==> src/rtl/core/c_lex_pkg.sv <==
// shared types, constants and character functions for the c subset lexer
`default_nettype none

package c_lex_pkg;

    localparam int POS_BITS   = 16;
    localparam int VALUE_BITS = 32;
    localparam int POS_W      = 16;
    localparam int LEN_W      = 16;
    localparam int NUM_W      = 32;
    localparam int KW_COUNT   = 6;

    localparam logic [2:0] KIND_NUM     = 3'd0;
    localparam logic [2:0] KIND_IDENT   = 3'd1;
    localparam logic [2:0] KIND_KEYWORD = 3'd2;
    localparam logic [2:0] KIND_PUNCT   = 3'd3;
    localparam logic [2:0] KIND_END     = 3'd4;
    localparam logic [2:0] KIND_ERROR   = 3'd5;

    localparam logic [7:0] CH_EQ   = 8'h3D;
    localparam logic [7:0] CH_BANG = 8'h21;
    localparam logic [7:0] CH_LT   = 8'h3C;
    localparam logic [7:0] CH_GT   = 8'h3E;
    localparam logic [7:0] CH_ZERO = 8'h30;

    // return, if, else, for, while, int padded with zero
    localparam logic [7:0] KW_CHAR [KW_COUNT][8] = '{
        '{"r", "e", "t", "u", "r", "n", 8'h00, 8'h00},
        '{"i", "f", 8'h00, 8'h00, 8'h00, 8'h00, 8'h00, 8'h00},
        '{"e", "l", "s", "e", 8'h00, 8'h00, 8'h00, 8'h00},
        '{"f", "o", "r", 8'h00, 8'h00, 8'h00, 8'h00, 8'h00},
        '{"w", "h", "i", "l", "e", 8'h00, 8'h00, 8'h00},
        '{"i", "n", "t", 8'h00, 8'h00, 8'h00, 8'h00, 8'h00}
    };
    localparam logic [LEN_W-1:0] KW_LEN [KW_COUNT] = '{
        16'd6, 16'd2, 16'd4, 16'd3, 16'd5, 16'd3
    };

    typedef struct packed {
        logic [7:0] ch;
        logic       end_of_text;
    } t_in_req;

    typedef struct packed {
        logic [2:0]       token_kind;
        logic [POS_W-1:0] start_pos;
        logic [LEN_W-1:0] token_len;
        logic [NUM_W-1:0] num_value;
        logic [2:0]       keyword_id;
        logic [7:0]       punct_first;
        logic [7:0]       punct_second;
        logic             last_of_run;
    } t_tok;

    typedef struct packed {
        logic [1:0] cnt;
        t_tok       d0;
        t_tok       d1;
    } t_push;

    typedef struct packed {
        logic       hit;
        logic [2:0] id;
    } t_kw;

    function automatic logic is_digit(input logic [7:0] c);
        return c inside {[8'h30:8'h39]};
    endfunction

    function automatic logic is_first(input logic [7:0] c);
        return c inside {[8'h61:8'h7A], [8'h41:8'h5A], 8'h5F};
    endfunction

    function automatic logic is_space(input logic [7:0] c);
        return c inside {8'h20, [8'h09:8'h0D]};
    endfunction

    function automatic logic is_punct(input logic [7:0] c);
        return c inside {[8'h21:8'h2F], [8'h3A:8'h40], [8'h5B:8'h60], [8'h7B:8'h7E]};
    endfunction

    // keywords that still match after character c at offset len
    function automatic logic [KW_COUNT-1:0] kw_keep(input logic [LEN_W-1:0] len,
                                                     input logic [7:0] c);
        logic [KW_COUNT-1:0] keep;
        for (int k = 0; k < KW_COUNT; k++) begin
            keep[k] = (len < KW_LEN[k]) && (KW_CHAR[k][len[2:0]] == c);
        end
        return keep;
    endfunction

    function automatic t_kw kw_find(input logic [KW_COUNT-1:0] alive,
                                    input logic [LEN_W-1:0] len);
        t_kw r;
        r = '0;
        for (int k = KW_COUNT - 1; k >= 0; k--) begin
            if (alive[k] && len == KW_LEN[k]) begin
                r.hit = 1'b1;
                r.id  = 3'(k);
            end
        end
        return r;
    endfunction

endpackage

`default_nettype wire

==> src/rtl/core/c_lex_if.sv <==
// valid/ready channels for source bytes and tokens
`default_nettype none

interface c_lex_in_if;
    import c_lex_pkg::*;
    logic    valid;
    logic    ready;
    t_in_req req;
    modport source (output valid, output req, input ready);
    modport sink (input valid, input req, output ready);
endinterface

interface c_lex_tok_if;
    import c_lex_pkg::*;
    logic valid;
    logic ready;
    t_tok tok;
    modport source (output valid, output tok, input ready);
    modport sink (input valid, input tok, output ready);
endinterface

`default_nettype wire

==> src/rtl/core/c_lex_fifo.sv <==
// four entry token queue, up to two writes and one read per cycle
`default_nettype none

module c_lex_fifo (
    input  wire logic            i_clk,
    input  wire logic            i_rst_n,
    input  wire c_lex_pkg::t_push i_push,
    output logic                 o_room,
    c_lex_tok_if.source          o_tok
);
    import c_lex_pkg::*;

    t_tok       r_mem [4];
    logic [1:0] r_wp, r_rp, n_wp, n_rp;
    logic [2:0] r_cnt, n_cnt;
    logic       pop;

    assign pop         = o_tok.valid && o_tok.ready;
    assign o_tok.valid = (r_cnt != 3'd0);
    assign o_tok.tok   = r_mem[r_rp];
    assign o_room      = (r_cnt <= 3'd2);

    always_comb begin
        n_wp  = r_wp + i_push.cnt;
        n_rp  = r_rp + {1'b0, pop};
        n_cnt = r_cnt + {1'b0, i_push.cnt} - {2'b00, pop};
    end

    always_ff @(posedge i_clk) begin
        if (!i_rst_n) begin
            r_wp  <= '0;
            r_rp  <= '0;
            r_cnt <= '0;
        end else begin
            r_wp  <= n_wp;
            r_rp  <= n_rp;
            r_cnt <= n_cnt;
        end
    end

    always_ff @(posedge i_clk) begin
        if (i_push.cnt != 2'd0) begin
            r_mem[r_wp] <= i_push.d0;
        end
        if (i_push.cnt == 2'd2) begin
            r_mem[r_wp + 2'd1] <= i_push.d1;
        end
    end

endmodule

`default_nettype wire

==> src/rtl/core/c_subset_lexer.sv <==
// streaming lexer for a small c subset: one source byte per request in, tokens out
// each byte passes the input register, then its tokens go into the token queue
// throughput: one byte per cycle while the queue has room; a byte that yields two
//   tokens writes both; the queue's single read port offers them one at a time
// reset: synchronous active low, returns the scanner to idle at offset zero
// end of text flushes the pending token, emits an end token and rewinds state
`default_nettype none

module c_subset_lexer (
    input  wire logic  i_clk,
    input  wire logic  i_rst_n,
    c_lex_in_if.sink   i_src,
    c_lex_tok_if.source o_tok
);
    import c_lex_pkg::*;

    typedef enum logic [4:0] {
        MODE_IDLE  = 5'b00001,
        MODE_NUM   = 5'b00010,
        MODE_IDENT = 5'b00100,
        MODE_PUNCT = 5'b01000,
        MODE_ERROR = 5'b10000
    } t_mode;

    logic                  r_in_vld;
    t_in_req               r_in;
    logic                  fire, room;

    t_mode                 r_mode, n_mode;
    logic [POS_BITS-1:0]   r_start, n_start, r_pos, n_pos, pos_inc;
    logic [VALUE_BITS-1:0] r_acc, n_acc;
    logic [KW_COUNT-1:0]   r_alive, n_alive;
    logic [7:0]            r_pend, n_pend;
    logic [LEN_W-1:0]      r_len, n_len, len_inc;

    logic [VALUE_BITS+3:0] acc_ext, acc_mul;
    logic [7:0]            c, digit;
    t_kw                   kw;
    t_tok                  fl_tok, tok_a, tok_b;
    logic                  fl_has, cont;
    logic [1:0]            cnt;
    t_push                 push;

    assign fire        = r_in_vld && room;
    assign i_src.ready = !r_in_vld || fire;

    always_ff @(posedge i_clk) begin
        if (!i_rst_n) begin
            r_in_vld <= 1'b0;
        end else if (i_src.ready) begin
            r_in_vld <= i_src.valid;
        end
    end

    always_ff @(posedge i_clk) begin
        if (i_src.ready && i_src.valid) begin
            r_in <= i_src.req;
        end
    end

    assign c       = r_in.ch;
    assign digit   = c - CH_ZERO;
    assign pos_inc = r_pos + 1'b1;
    assign len_inc = (r_len == '1) ? r_len : r_len + 1'b1;
    assign acc_ext = {4'b0000, r_acc};
    assign acc_mul = (acc_ext << 3) + (acc_ext << 1) + (VALUE_BITS + 4)'(digit[3:0]);
    assign kw      = kw_find(r_alive, r_len);

    // pending token as it stands before this byte
    always_comb begin
        fl_tok           = '0;
        fl_tok.start_pos = POS_W'(r_start);
        fl_tok.token_len = r_len;
        fl_has           = 1'b0;
        case (r_mode)
            MODE_NUM: begin
                fl_has           = 1'b1;
                fl_tok.token_kind = KIND_NUM;
                fl_tok.num_value = NUM_W'(r_acc);
            end
            MODE_IDENT: begin
                fl_has            = 1'b1;
                fl_tok.token_kind = kw.hit ? KIND_KEYWORD : KIND_IDENT;
                fl_tok.keyword_id = kw.hit ? kw.id : 3'd0;
            end
            MODE_PUNCT: begin
                fl_has            = 1'b1;
                fl_tok.token_kind = KIND_PUNCT;
                fl_tok.token_len  = LEN_W'(1);
                fl_tok.punct_first = r_pend;
            end
            default: begin
                fl_has = 1'b0;
            end
        endcase
    end

    always_comb begin
        n_mode  = r_mode;
        n_start = r_start;
        n_pos   = r_pos;
        n_acc   = r_acc;
        n_alive = r_alive;
        n_pend  = r_pend;
        n_len   = r_len;
        tok_a   = '0;
        tok_b   = '0;
        cnt     = 2'd0;
        cont    = 1'b0;
        if (r_in.end_of_text) begin
            tok_b.token_kind = KIND_END;
            tok_b.start_pos  = POS_W'(r_pos);
            if (r_mode != MODE_ERROR && fl_has) begin
                tok_a = fl_tok;
                cnt   = 2'd2;
            end else begin
                tok_a = tok_b;
                cnt   = 2'd1;
            end
            n_mode  = MODE_IDLE;
            n_start = '0;
            n_pos   = '0;
            n_acc   = '0;
            n_alive = '1;
            n_pend  = '0;
            n_len   = '0;
        end else if (r_mode == MODE_ERROR) begin
            n_pos = pos_inc;
        end else begin
            n_pos = pos_inc;
            if (r_mode == MODE_NUM && is_digit(c)) begin
                cont  = 1'b1;
                n_len = len_inc;
                n_acc = (acc_mul[VALUE_BITS+3:VALUE_BITS] != 4'd0) ? '1
                                                                   : acc_mul[VALUE_BITS-1:0];
            end else if (r_mode == MODE_IDENT && (is_first(c) || is_digit(c))) begin
                cont    = 1'b1;
                n_len   = len_inc;
                n_alive = r_alive & kw_keep(r_len, c);
            end else if (r_mode == MODE_PUNCT && c == CH_EQ) begin
                cont               = 1'b1;
                tok_a              = fl_tok;
                tok_a.token_len    = LEN_W'(2);
                tok_a.punct_second = c;
                cnt                = 2'd1;
                n_mode             = MODE_IDLE;
            end
            if (!cont) begin
                // close the pending token, then start on this byte
                if (fl_has) begin
                    tok_a = fl_tok;
                    cnt   = 2'd1;
                end
                n_mode = MODE_IDLE;
                tok_b  = '0;
                tok_b.start_pos = POS_W'(r_pos);
                tok_b.token_len = LEN_W'(1);
                if (is_space(c)) begin
                    n_mode = MODE_IDLE;
                end else if (is_digit(c)) begin
                    n_mode  = MODE_NUM;
                    n_start = r_pos;
                    n_acc   = VALUE_BITS'(digit[3:0]);
                    n_len   = LEN_W'(1);
                end else if (is_first(c)) begin
                    n_mode  = MODE_IDENT;
                    n_start = r_pos;
                    n_alive = kw_keep('0, c);
                    n_len   = LEN_W'(1);
                end else if (is_punct(c)) begin
                    if (c == CH_EQ || c == CH_BANG || c == CH_LT || c == CH_GT) begin
                        n_mode  = MODE_PUNCT;
                        n_start = r_pos;
                        n_pend  = c;
                    end else begin
                        tok_b.token_kind  = KIND_PUNCT;
                        tok_b.punct_first = c;
                        if (fl_has) begin
                            cnt = 2'd2;
                        end else begin
                            tok_a = tok_b;
                            cnt   = 2'd1;
                        end
                    end
                end else begin
                    tok_b.token_kind = KIND_ERROR;
                    n_mode           = MODE_ERROR;
                    if (fl_has) begin
                        cnt = 2'd2;
                    end else begin
                        tok_a = tok_b;
                        cnt   = 2'd1;
                    end
                end
            end
        end
        tok_a.last_of_run = (cnt == 2'd1);
        tok_b.last_of_run = 1'b1;
    end

    always_comb begin
        push.cnt = fire ? cnt : 2'd0;
        push.d0  = tok_a;
        push.d1  = tok_b;
    end

    always_ff @(posedge i_clk) begin
        if (!i_rst_n) begin
            r_mode  <= MODE_IDLE;
            r_start <= '0;
            r_pos   <= '0;
            r_acc   <= '0;
            r_alive <= '1;
            r_pend  <= '0;
            r_len   <= '0;
        end else if (fire) begin
            r_mode  <= n_mode;
            r_start <= n_start;
            r_pos   <= n_pos;
            r_acc   <= n_acc;
            r_alive <= n_alive;
            r_pend  <= n_pend;
            r_len   <= n_len;
        end
    end

    c_lex_fifo u_fifo (
        .i_clk   (i_clk),
        .i_rst_n (i_rst_n),
        .i_push  (push),
        .o_room  (room),
        .o_tok   (o_tok)
    );

endmodule

`default_nettype wire

==> src/flat_wrapper.sv <==
// flat-port wrapper written by rule: the top's interface ports become plain ports
module c_subset_lexer_flat import c_lex_pkg::*;
  (i_clk, i_rst_n, i_src_valid, i_src_req, i_src_ready, o_tok_valid, o_tok_tok, o_tok_ready);
  c_lex_in_if i_src_i ();
  c_lex_tok_if o_tok_i ();
  input  wire logic i_clk;
  input  wire logic i_rst_n;
  input wire logic [$bits(i_src_i.valid)-1:0] i_src_valid;
  input wire logic [$bits(i_src_i.req)-1:0] i_src_req;
  output wire logic [$bits(i_src_i.ready)-1:0] i_src_ready;
  output wire logic [$bits(o_tok_i.valid)-1:0] o_tok_valid;
  output wire logic [$bits(o_tok_i.tok)-1:0] o_tok_tok;
  input wire logic [$bits(o_tok_i.ready)-1:0] o_tok_ready;
  assign i_src_i.valid = i_src_valid;
  assign i_src_i.req = i_src_req;
  assign i_src_ready = i_src_i.ready;
  assign o_tok_valid = o_tok_i.valid;
  assign o_tok_tok = o_tok_i.tok;
  assign o_tok_i.ready = o_tok_ready;
  c_subset_lexer u_core (.i_clk(i_clk), .i_rst_n(i_rst_n), .i_src(i_src_i), .o_tok(o_tok_i));
endmodule
==> config.mk <==
export PLATFORM = sky130hd
export DESIGN_NAME = c_subset_lexer_flat
export DESIGN_NICKNAME = d
export VERILOG_FILES = /design/src/rtl/core/c_lex_pkg.sv /design/src/rtl/core/c_lex_if.sv /design/src/rtl/core/c_lex_fifo.sv /design/src/rtl/core/c_subset_lexer.sv /design/src/flat_wrapper.sv
export SDC_FILE = /design/constraint.sdc
export NUM_CORES = 1
export LEC_CHECK = 0
export BUFFER_PORTS_ARGS = -buffer_cell sky130_fd_sc_hd__buf_2
export CORE_MARGIN = 10
export CORE_UTILIZATION = 40
export CTS_CLUSTER_SIZE = 25
export DETAILED_ROUTE_END_ITERATION = 6
export GPL_TIMING_DRIVEN = 0
export PLACE_DENSITY = 0.54
export SKIP_CTS_REPAIR_TIMING = 1
export SYNTH_ARGS = -nofsm -noshare
export SYNTH_HDL_FRONTEND = slang
export SYNTH_SLANG_ARGS = --single-unit
==> constraint.sdc <==
create_clock -name i_clk -period 4.6 [get_ports i_clk]
set_input_delay 0.69 -clock i_clk [delete_from_list [all_inputs] [get_ports i_clk]]
set_output_delay 0.69 -clock i_clk [all_outputs]
set_load 0.01 [all_outputs]
# Word-level counts from Yosys, hierarchy flattened
# Memory sizes are Yosys's and may differ from the RTL's. A register that Yosys moved wholly into a read port is not among the register bits.
# Index checks and enable logic that the tools add are counted.
dict set report word_totals {
  reg_bits 116
  ram_bits 348
  mem_bits_ro 384
  input_bits 13
  out_inout_bits 89
  word_cells 273
  memories 7
}
# name depth width rd rd_clocked_by_memory_dff wr line
set memory_table {}
lappend memory_table {u_core.u_fifo.r_mem 4 87 1 1 2 c_lex_fifo.sv:13} ;# t_tok r_mem [4];
lappend memory_table {{(name not given)} 8 8 1 0 0 c_lex_pkg.sv:87} ;# keep[k] = (len < KW_LEN[k]) && (KW_CHAR[k][len[2:0]] == c);
lappend memory_table {{(name not given)} 8 8 1 0 0 c_lex_pkg.sv:87}
lappend memory_table {{(name not given)} 8 8 1 0 0 c_lex_pkg.sv:87}
lappend memory_table {{(name not given)} 8 8 1 0 0 c_lex_pkg.sv:87}
lappend memory_table {{(name not given)} 8 8 1 0 0 c_lex_pkg.sv:87}
lappend memory_table {{1 more memories} n/a n/a n/a n/a n/a n/a}
dict set report op_classes {
  n_addsub 10
  order_cmp 23
  eq_ne 38
  muxes 132
  n_bitwise 2
  n_reduce_logical 48
}
# operator count
set op_table {}
lappend op_table {{2-to-1 mux 87 bit} 17}
lappend op_table {{2-to-1 mux 16 bit} 19}
lappend op_table {{2-to-1 mux 32 bit} 8}
lappend op_table {{2-to-1 mux 8 bit} 26}
lappend op_table {{2-to-1 mux 68 bit} 1}
lappend op_table {{2-to-1 mux 5 bit} 10}
lappend op_table {{== test 16 x 3 -> 1 bit, second input constant} 3}
lappend op_table {{== test 8 bit} 6}
lappend op_table {{< comparator 16 x 3 -> 1 bit, second input constant} 3}
lappend op_table {{2-to-1 mux 6 bit} 8}
lappend op_table {{== test 7 x 8 -> 1 bit, first input constant} 5}
lappend op_table {{== test 8 x 6 -> 1 bit, second input constant} 5}
lappend op_table {{less-or-equal comparator 8 x 7 -> 1 bit, second input constant} 5}
lappend op_table {{adder 35 x 33 -> 36 bit} 1}
lappend op_table {{adder 36 x 4 -> 36 bit} 1}
lappend op_table {{2-to-1 mux 2 bit} 17}
lappend op_table {{adder 16 x 1 -> 16 bit, second input constant} 2}
lappend op_table {{== test 16 x 2 -> 1 bit, second input constant} 2}
lappend op_table {{greater-or-equal comparator 8 x 7 -> 1 bit, second input constant} 4}
lappend op_table {{< comparator 16 x 2 -> 1 bit, second input constant} 2}
lappend op_table {{2-to-1 mux 4 bit} 7}
lappend op_table {{logical AND 1 bit} 27}
lappend op_table {{greater-or-equal comparator 8 x 6 -> 1 bit, second input constant} 3}
lappend op_table {{2-to-1 mux 19 bit} 1}
lappend op_table {{other kinds (38)} 70}

# Logic depth before layout (Yosys ltp)
dict set report depth {
  word_depth 23
  mapped_depth 19
  depth_no_buf 17
}

# Hierarchy
# Synthesis repeated with hierarchy kept, for this count alone.
dict set report hier_totals {
  hier_cells 2049
  hier_area_um2 26135.1
}
# mod instances cells_per_inst area_each_um2 seq_area_each_um2
set by_module_without_submodules {}
lappend by_module_without_submodules {c_lex_fifo 1 887 17161.5 10590.2}
lappend by_module_without_submodules {c_subset_lexer 1 1162 8973.6 2272.2}

# Worst setup path after synthesis
# No wires, ideal clock.
dict set report synth_timing {
  kind {flip-flop to flip-flop}
  from {reg u_core.r_in, in the netlist u_core.c[3]}
  to {reg u_core.r_acc[30]}
  setup_time_ns 0.128
  t_arrival_ns 3.640
  required_time_ns 4.472
  setup_slack_ns 0.832
  stages_incl_launch_ff 14
  n_path_buf 1
  synth_period_minus_slack_ns 3.768
  path_cell_list {edfxtp_1 > fa_1 > inv_1 > fa_1 > nand2b_1 > a21o_1 > a211o_1 > a31o_2 > and4b_1 > nor4b_2 > o2111ai_2 > buf_2 > a2111oi_0 > nor2_1}
}
dict set report synth_between {
  elab_chain_cells 12
  word_cells_on_any_way 36
  cone_classes {add/sub (2); order compare (8); eq/ne (3); mux (12); reduce/logical (11)}
}
# item line
set synth_lines {}
lappend synth_lines {{from (decl)} c_subset_lexer.sv:26} ;# t_in_req r_in;
lappend synth_lines {{from (signal assigned)} c_subset_lexer.sv:57} ;# r_in <= i_src.req;
lappend synth_lines {{parallel branches: the longest is 9 deep, another holds adder 36 x 4 -> 36 bit} n/a}
lappend synth_lines {{2-to-1 mux 32 bit (*)} c_subset_lexer.sv:148} ;# if (!cont) begin
lappend synth_lines {{2-to-1 mux 32 bit (*)} c_subset_lexer.sv:127} ;# end else if (r_mode == MODE_ERROR) begin
lappend synth_lines {{2-to-1 mux 32 bit (*)} c_subset_lexer.sv:110} ;# if (r_in.end_of_text) begin
lappend synth_lines {{to (signal assigned)} c_subset_lexer.sv:220} ;# r_acc <= n_acc;
lappend synth_lines {{to (decl)} c_subset_lexer.sv:31} ;# logic [VALUE_BITS-1:0] r_acc, n_acc;
# Mark *: on every way between the ends. The select of a mux whose other input is x is not followed.
# A chain may end at the register's enable or synchronous reset.

# Worst setup path after layout
# Same ends and word-level chain as after synthesis.

==> results.json <==
{
  "synthesis.area_um2": 22700,
  "start_util": 0.403,
  "rsz0062_at_grt": "false",
  "synth_async_sr_flop_share": 0,
  "setup_viol": 0,
  "seq_area_frac_synth": 0.463,
  "synth.avg_cell_area_um2": 10.2,
  "post-route-min-period_ns": 4.35,
  "synth-main-ff-cell": "dfxtp_1",
  "root_buffer": "clkbuf_16",
  "power_density_nw_per_um2": 394,
  "core-area_um2": 56300,
  "dr.first_iter.drc_count": 1899,
  "num_rows": 87,
  "area_delta_synth_final_pct": 15.0,
  "yosysWarningCount": 0,
  "die_x_um": 258,
  "drt_pass1_iterations": 5,
  "diodes": 0,
  "hold_viol_final": 0,
  "dp_hpwl_um": 54600,
  "grt_max_degree": 30,
  "leakage_nw": 9.73,
  "first_global_vias": 18988,
  "die_area_um2": 66600,
  "yosysTopAreaCell": "dfxtp_1",
  "cp-start-kind": "flip-flop",
  "maxSlewViolCount": 0,
  "htreeDepth": 2,
  "max_freq_ghz": 0.230,
  "final.setup_skew_ns": 0.0252,
  "drive_above_1_share": 0.153,
  "hold_class": "in -> reg",
  "cts_buffer_depth": 3,
  "grt_pass1_wl_um": 116000,
  "place_congestion": 0.937,
  "crit_path_end_kind": "flip-flop",
  "overflow": 0,
  "cap_violations": 0,
  "via_per_inst": 6.09,
  "maxSlewHeadroom": 0.242,
  "crit_required_ns": 5.09,
  "cp_max_fo": 10,
  "die-height_um": 258,
  "synth_top_area_share": 0.303,
  "antenna_found_initial": 1,
  "synth_area_leaders": "dfxtp_1 30%, edfxtp_1 16%, mux4_2 8.6%, a22o_1 5.0%, ha_1 4.3%",
  "total_power_mw": 10.3,
  "synthDistinctLibCells": 88,
  "grt_use_total": 0.221,
  "tritoncts": "done",
  "vias": 19400,
  "synthCells": 2228,
  "tightest_slew_ns": 1.13,
  "numCtsBuffers": 52,
  "status": "finished clean",
  "antenna_left": 0,
  "ir_drop_mv": 0.318,
  "critPathArrivalTime_ns": 4.85,
  "clock-sinks": 464,
  "ios": 102,
  "finalCritPeriodShare": 0.946,
  "io_buffers": 101,
  "synth_edf_count": 121,
  "drt-total-wl_um": 75900,
  "wl_per_cell_um": 23.8,
  "ys_seq_elements": 464,
  "crit_type": "reg -> reg",
  "insertion_delay_ns": 0.63,
  "clkTransAtPathRegs_ns": 0.06,
  "final_nets": 2479,
  "syn_nets": 2321,
  "final_util": 0.463,
  "drcViolationCount": 0
}
## stage by stage
step / hold WS [ns] / setup WS (ns) / std cells / TNS, ns / cell area (um2)
finish: 0.258 / 0.248 / 3185 / 0 / 26100
global route: 0.251 / 0.0462 / 3185 / 0 / 26100
CTS: 0.237 / -0.516 / 3183 / -9.44 / 26000
detailed placement: 0.434 / 0.0762 / 3086 / 0 / 24100
global placement: 0.427 / 0.109 / 3085 / 0 / 24100
floorplan: 0.411 / 0.832 / 2228 / 0 / 22700
## worst max-delay path, cell delays in order, from the launching register on
cell	delay, ns
edfxtp_1	0.51
fa_1	0.60
inv_1	0.07
fa_1	0.43
nand2b_1	0.20
a21o_1	0.22
a211o_1	0.29
a31o_2	0.28
and4b_1	0.20
nor4b_2	0.33
o2111ai_2	0.35
buf_2	0.35
a2111oi_0	0.34
nor2_1	0.07
## power by group
group | total (mW) | internal (mW) | switching, mW
Clock | 4.45 | 2.66 | 1.80
Combinational | 1.51 | 0.545 | 0.966
Sequential | 4.30 | 4.25 | 0.0473
Total | 10.3 | 7.45 | 2.81
## layout by cell type, fill, tap and decap left out, types with 11 or more instances in the layout
cell and n:
xnor2_1 22, o211ai_1 19, nand2b_1 11, buf_2 142, nor2_1 135, clkbuf_1 100
o22ai_1 111, inv_1 34, buf_1 13, nor3_1 40, a21o_1 32, a31oi_1 22
edfxtp_1 121, xor2_1 28, clkbuf_16 54, o21ai_0 151, a22oi_1 19, nand4_1 24
and3_1 26, dfxtp_1 343, a211oi_1 28, nand3_1 70, a21oi_1 116, nor2b_1 14
ha_1 77, nor3b_1 13, a22o_1 129, mux4_2 87, or3_1 13, nand2_1 211
and2_1 29
## sequential cells by signal (all words and copies together) (netlist names)
| name | count |
|---|---|
| u_core.r_pos | 16 |
| u_core.u_fifo.r_rp | 2 |
| u_core.r_len | 16 |
| u_core.r_acc | 32 |
| u_core.u_fifo.r_wp | 2 |
| u_core.r_mode | 5 |
| u_core.r_in | 1 |
| u_core.u_fifo.r_mem | 348 |
| u_core.u_fifo.r_cnt | 3 |
| u_core.r_start | 16 |
| u_core.r_alive | 6 |
| u_core.r_pend | 8 |
| u_core.c | 8 |
| u_core.r_in_vld | 1 |
## final cells by class
type	count	area [um2]
Clock buffer	73	1520
Inverter	38	146
Timing Repair Buffer	104	568
Tap cell	756	946
Buffer	161	706
Fill cell	5350	30200
Multi-Input combinational cell	1565	11300
Clock inverter	24	323
Sequential cell	464	10500
## cell usage after synthesis (32+ instances only)
master,instances
nor2_1,135
inv_1,37
a21o_1,32
buf_2,41
o22ai_1,111
nand3_1,70
clkbuf_1,98
a21oi_1,116
nand2_1,211
o21ai_0,151
edfxtp_1,121
a22o_1,129
mux4_2,87
ha_1,77
nor3_1,42
dfxtp_1,343
## kinds of logic after synthesis
logic type	synth area share
adders and majority gates	0.0452
buffers and inverters	0.0369
and+or+nand+nor	0.131
muxes	0.0883
DFF	0.463
AOI/OAI and AO/OA	0.216
xor gates and xnor gates	0.0193
## path summary, 6_finish.rpt
| kind | start | endpoint | slack (ns) | depth (start not counted) |
|---|---|---|---|---|
| hold reg to reg | u_core.u_fifo.r_mem[2][1] | u_core.u_fifo.r_mem[2][1] | 0.44 | 2 |
| hold / removal | i_src_req[7] | u_core.c[6] | 0.26 | 1 |
| setup reg to reg | u_core.c[3] | u_core.r_acc[30] | 0.25 | 13 |
| setup / recovery | u_core.c[3] | u_core.r_acc[30] | 0.25 | 13 |
## metal layers
| layer | track usage | wire length (um) |
|---|---|---|
| met1 | 0.315 | 34300 |
| met5 | 0 | 7 |
| met4 | 0.0570 | 1590 |
| met2 | 0.345 | 34200 |
| met3 | 0.0358 | 5720 |
No activity file was read; power rests on OpenSTA's default activity.
